**src/isc_pkg.sv**
```systemverilog
// Shared types, codes and modular helpers of the interleaved subsequence counter.
// No dependencies; the top, the sequencer and the datapath import this package.
`default_nettype none
package isc_pkg;

  localparam int CW = 14;
  localparam logic [CW-1:0] WAY_MOD = 14'd10007;

  localparam logic [1:0] REQ_LOAD_A  = 2'd0;
  localparam logic [1:0] REQ_LOAD_B  = 2'd1;
  localparam logic [1:0] REQ_LOAD_C  = 2'd2;
  localparam logic [1:0] REQ_COMPUTE = 2'd3;

  localparam logic [1:0] CFG_LENGTH_A = 2'd0;
  localparam logic [1:0] CFG_LENGTH_B = 2'd1;
  localparam logic [1:0] CFG_LENGTH_C = 2'd2;

  typedef enum logic [2:0] {
    S_IDLE, S_INIT, S_LWAIT, S_LSTART, S_CREAD, S_CCALC, S_FREAD, S_FWAIT
  } state_t;

  typedef struct packed {
    logic load_we;
    logic start;
    logic step;
    logic rewind;
    logic next_layer;
    logic latch_want;
    logic init_we;
    logic calc_we;
    logic fin;
    logic out_load;
  } cmd_t;

  typedef struct packed {
    logic cell_last;
    logic k_zero;
    logic k_one;
  } status_t;

  function automatic logic [CW-1:0] mod_add(input logic [CW-1:0] a, input logic [CW-1:0] b);
    logic [CW:0] s;
    s = {1'b0, a} + {1'b0, b};
    if (s >= {1'b0, WAY_MOD}) s = s - {1'b0, WAY_MOD};
    return s[CW-1:0];
  endfunction

endpackage
`default_nettype wire

```
**src/isc_ctrl.sv**
```systemverilog
// Sequencer of the counter: steps the init pass, the per-layer cell sweep and the readout.
// Depends on isc_pkg.
`default_nettype none
module isc_ctrl (
  input  wire logic             clk,
  input  wire logic             rst_n,
  input  wire logic             in_valid,
  input  wire logic [1:0]       in_req,
  output logic                  in_ready,
  output logic                  out_valid,
  input  wire logic             out_ready,
  input  wire isc_pkg::status_t stat,
  output isc_pkg::cmd_t         cmd
);
  import isc_pkg::*;

  state_t state_r, state_nxt;
  logic   out_valid_r, out_valid_nxt;
  logic   acc, slot_free;

  assign in_ready  = (state_r == S_IDLE);
  assign acc       = in_valid && in_ready;
  assign slot_free = !out_valid_r || out_ready;
  assign out_valid = out_valid_r;

  always_comb begin
    state_nxt = state_r;
    unique case (state_r)
      S_IDLE:   if (acc && in_req == REQ_COMPUTE) state_nxt = S_INIT;
      S_INIT:   if (stat.cell_last) state_nxt = stat.k_zero ? S_FREAD : S_LWAIT;
      S_LWAIT:  state_nxt = S_LSTART;
      S_LSTART: state_nxt = S_CREAD;
      S_CREAD:  state_nxt = S_CCALC;
      S_CCALC: begin
        if (stat.cell_last) state_nxt = stat.k_one ? S_FREAD : S_LWAIT;
        else state_nxt = S_CREAD;
      end
      S_FREAD:  state_nxt = S_FWAIT;
      S_FWAIT:  if (slot_free) state_nxt = S_IDLE;
      default:  state_nxt = S_IDLE;
    endcase
  end

  always_comb begin
    cmd = '0;
    unique case (state_r)
      S_IDLE: begin
        cmd.load_we = acc && in_req != REQ_COMPUTE;
        cmd.start   = acc && in_req == REQ_COMPUTE;
      end
      S_INIT: begin
        cmd.init_we = 1'b1;
        cmd.step    = !stat.cell_last;
        cmd.rewind  = stat.cell_last;
      end
      S_LSTART: cmd.latch_want = 1'b1;
      S_CCALC: begin
        cmd.calc_we    = 1'b1;
        cmd.step       = !stat.cell_last;
        cmd.rewind     = stat.cell_last;
        cmd.next_layer = stat.cell_last;
      end
      S_FREAD: cmd.fin = 1'b1;
      S_FWAIT: begin
        cmd.fin      = 1'b1;
        cmd.out_load = slot_free;
      end
      default: cmd = '0;
    endcase
  end

  always_comb begin
    out_valid_nxt = out_valid_r;
    if (out_ready) out_valid_nxt = 1'b0;
    if (cmd.out_load) out_valid_nxt = 1'b1;
  end

  always_ff @(posedge clk) begin
    if (!rst_n) begin
      state_r     <= S_IDLE;
      out_valid_r <= 1'b0;
    end else begin
      state_r     <= state_nxt;
      out_valid_r <= out_valid_nxt;
    end
  end

`ifndef SYNTH
  a_cread_calc: assert property (@(posedge clk) disable iff (!rst_n)
    state_r == S_CREAD |=> state_r == S_CCALC) else $error("read not followed by calc");
  a_start_init: assert property (@(posedge clk) disable iff (!rst_n)
    cmd.start |=> state_r == S_INIT) else $error("compute did not start init");
  a_no_clobber: assert property (@(posedge clk) disable iff (!rst_n)
    !(cmd.out_load && out_valid_r && !out_ready)) else $error("result overwritten");
  a_layer_left: assert property (@(posedge clk) disable iff (!rst_n)
    state_r == S_CCALC |-> !stat.k_zero) else $error("cell sweep with no layer left");
`endif
endmodule
`default_nettype wire

```
**config.mk**
```make
export PLATFORM = sky130hd
export DESIGN_NAME = isc_ctrl
export DESIGN_NICKNAME = d
export VERILOG_FILES = /design/src/isc_pkg.sv /design/src/isc_ctrl.sv
export SDC_FILE = /design/constraint.sdc
export NUM_CORES = 1
export LEC_CHECK = 0
export BUFFER_PORTS_ARGS = -buffer_cell sky130_fd_sc_hd__buf_2
export CORE_AREA = 4 4 41 43
export CTS_CLUSTER_SIZE = 24
export DETAILED_ROUTE_END_ITERATION = 8
export DIE_AREA = 0 0 45 47
export PLACE_DENSITY = 0.66
export SETUP_SLACK_MARGIN = 0.05
export SKIP_CTS_REPAIR_TIMING = 1
export SLEW_MARGIN = 20
export SYNTH_ARGS = -nofsm -noshare
export SYNTH_HDL_FRONTEND = slang
export SYNTH_SLANG_ARGS = --single-unit
export TNS_END_PERCENT = 1
```
**constraint.sdc**
```tcl
create_clock -name clk -period 0.85 [get_ports clk]
set_input_delay 0 -clock clk [delete_from_list [all_inputs] [get_ports clk]]
set_output_delay 0 -clock clk [all_outputs]
set_load 0.1 [all_outputs]
```
==> flow_summary.yaml <==
logic_synthesis:
  synth_edf_count: 0
  synthTopCellsByCount: "4 x a21oi_1, 4 x dfxtp_1, 3 x buf_6, 3 x nor2b_1"
  synth_seq_cells: 4
  synth_area_leaders: "dfxtp_1 24%, buf_6 10%, a21oi_1 5.9%, nor3_2 5.9%, nor2b_1 5.6%"
  synth_flop_cell: "dfxtp_1"
  synth_top_cell_area_share_pct: 23.7
  synth.cell_area_sq_um: 338
  ys_seq_area_share_pct: 23.7
  yosysTopAreaCell: "dfxtp_1"
  ys_types: 24
  synth-xor-area-share_pct: 0
  synth.avg_cell_area_sq_um: 8.45
  synth_compound_area_share_pct: 21.1
  yosysWarnings: 0
  synth_fp_nets: 49
  yosys.area_share.simple_pct: 41.9
  synth_fa_ha_area_share_pct: 0
  synthMuxAreaShare_pct: 0
  async_flop_share_pct: 0
  synth_top_family_by_area: "simple AND/OR/NAND/NOR gates"
  syn_inst: 40
setup_path:
  path_common_cell: "buf_4"
  arrival_ns: 1.29
  end_kind: "output port"
  reg2reg_depth: 5
  cp_top_family: "buffers and inverters"
  path_max_fanout: 4
  cpMaxStageDelayCell: "dfxtp_2"
  worst-setup-path-type: "reg2out"
  r2r_end: "state_r[0]$_SDFFE_PN0P_"
  regToRegSetupSlack_ns: -0.21
  r2r_start: "state_r[0]$_SDFFE_PN0P_"
  cpPeakStageDelay_ns: 0.33
  path_cells: "buf_6 -> nor3_4 -> buf_4 -> buf_4 -> buf_12"
  worst-path-buf-inv: 4
  required_ns: 0.85
  startpoint_type: "register"
timing:
  rsz0062_at_grt: "yes"
  timing.hold.ws_ns: 0.0441
  finalSetupViolations: 15
  max_freq_mhz: 777
  worst_slack_ns: -0.436
  worst-slew-pin-transition_ns: 0.263
  period_share_pct: 151
  fin_worst_skew_ns: 0.00595
  relSlewSlack_pct: 82.3
  drv_slew: 0
  finalCriticalPeriod_ns: 1.29
  finalHoldViolCount: 0
cts:
  cts_max_path_buffers: 2
  clk_latency_ns: 0.24
  cts_sinks: 4
  cts_root_buf: "clkbuf_4"
  clkTransAtPathRegs_ns: 0.04
  cts_tree: "built"
  numCtsBuffers: 3
  ctsHtreeMaxLevel: 1
drt:
  wire_per_inst_um: 11.8
  post_drt_via_cell_ratio: 4.89
  ant_nets: 0
  wl_um: 1050
  dr.first_iter.drc_count: 6
  vias: 435
  dr.pass1.iters: 4
  drc_errors: 0
final_layout:
  drive_gt1_share_pct: 75.7
  antenna_cells: 0
  utilization_pct: 62.2
  fillers: 110
  final_nets: 85
  register_area_sq_um: 90.1
  stdcell_count: 89
  syn_to_final_growth_pct: 140
  multi_input_area_sq_um: 270
power_and_ir_drop:
  p_per_area_mw_per_mm2: 1560
  vdd_ir_drop_max_mv: 0.857
  p_leak_nw: 0.357
placed_design:
  gp_congestion: 0.816
  place_hpwl_um: 866
  io_buffers: 20
  placed_cells: 84
global_routing:
  grt_pass1_wl_um: 1770
  antenna_found_initial: 0
  grt_start_max_net_pins: 10
  grt.total_usage_pct: 12.1
  gr-total-overflow: 0
  first_global_vias: 415
worst_hold_path:
  hp-start: "rst_n"
  hp-class: "in2reg"
  hold_end: "state_r[1]$_SDFFE_PN0P_"
  min_path_cells: 2
floorplanning:
  initial_core_util_pct: 26.0
  die_x_um: 45
  fp-row-count: 13
  coreArea_sq_mm: 0.00130
  die_height_um: 47
  io_pins: 21
  dieArea_sq_mm: 0.00212
status:
  status: "finished, violations left"
  violations: "negative setup slack"
flow_run:
  max_cap_violations: 0
registers in the layout, indices dropped and copies added, names as in the netlist:
signal     flops
out_valid      1
state_r        3
final cells by class:
class | instances | share of cell area, %
clock buffers | 3 | 2.78
inverters | 1 | 0.464
multi-input cells | 31 | 33.4
flip-flops and latches | 4 | 11.1
well taps | 15 | 2.32
repair buffers | 35 | 49.9
cell usage in the layout (no fill, tap or decap), types with 2 or more instances in the layout:
| cell type | instances |
|---|---|
| nand3_1 | 2 |
| buf_12 | 12 |
| and2_4 | 2 |
| a21oi_2 | 2 |
| nand3b_1 | 2 |
| buf_4 | 12 |
| dfxtp_4 | 2 |
| clkbuf_4 | 3 |
| dfxtp_2 | 2 |
| buf_6 | 3 |
| buf_2 | 8 |
stage by stage:
step | total power [mW] | area (sq um) | setup WS (ns) | setup TNS, ns
3_5_place_dp | 0.959 | 728 | -0.257 | -3.21
2_1_floorplan | 0.679 | 373 | -1.16 | -9.23
3_3_place_gp | 0.950 | 728 | -0.227 | -2.76
6_report | 1.26 | 810 | -0.436 | -4.32
4_1_cts | 1.22 | 751 | -0.522 | -6.28
5_1_grt | 1.32 | 810 | -0.505 | -5.21
power by group:
group          switching [mW]  internal [mW]  total (mW)
clock                  0.0885          0.159       0.247
combinational           0.442          0.338       0.780
sequential             0.0289          0.204       0.233
total                   0.559          0.701        1.26
how the worst max path moves through the flow:
stage | depth (start not counted) | endpoint | slack (ns) | start
after floorplan | 4 | cmd[9] | -1.16 | state_r[1]$_SDFFE_PN0P_
after global placement | 3 | cmd[0] | -0.23 | state_r[2]$_SDFFE_PN0P_
after detailed placement | 3 | state_r[1]$_SDFFE_PN0P_ | -0.26 | state_r[1]$_SDFFE_PN0P_
after CTS | 4 | cmd[9] | -0.52 | state_r[1]$_SDFFE_PN0P_
after global routing | 5 | cmd[9] | -0.51 | state_r[0]$_SDFFE_PN0P_
final | 5 | in_ready | -0.44 | state_r[0]$_SDFFE_PN0P_
cell families after synthesis:
logic type | Yosys count
simple gates | 21
compound gates | 10
buf+inv | 5
flops | 4
routing by layer:
metal / wire [um] / vias to the layer above / GRT usage [%]
met4: 10 / 0 / 10.5
met2: 546 / 22 / 20.9
li1: - / 212 / -
met1: 387 / 199 / 12.0
met5: 0 / - / 0
met3: 108 / 2 / 3.07
No activity file was read; power rests on OpenSTA's default activity.
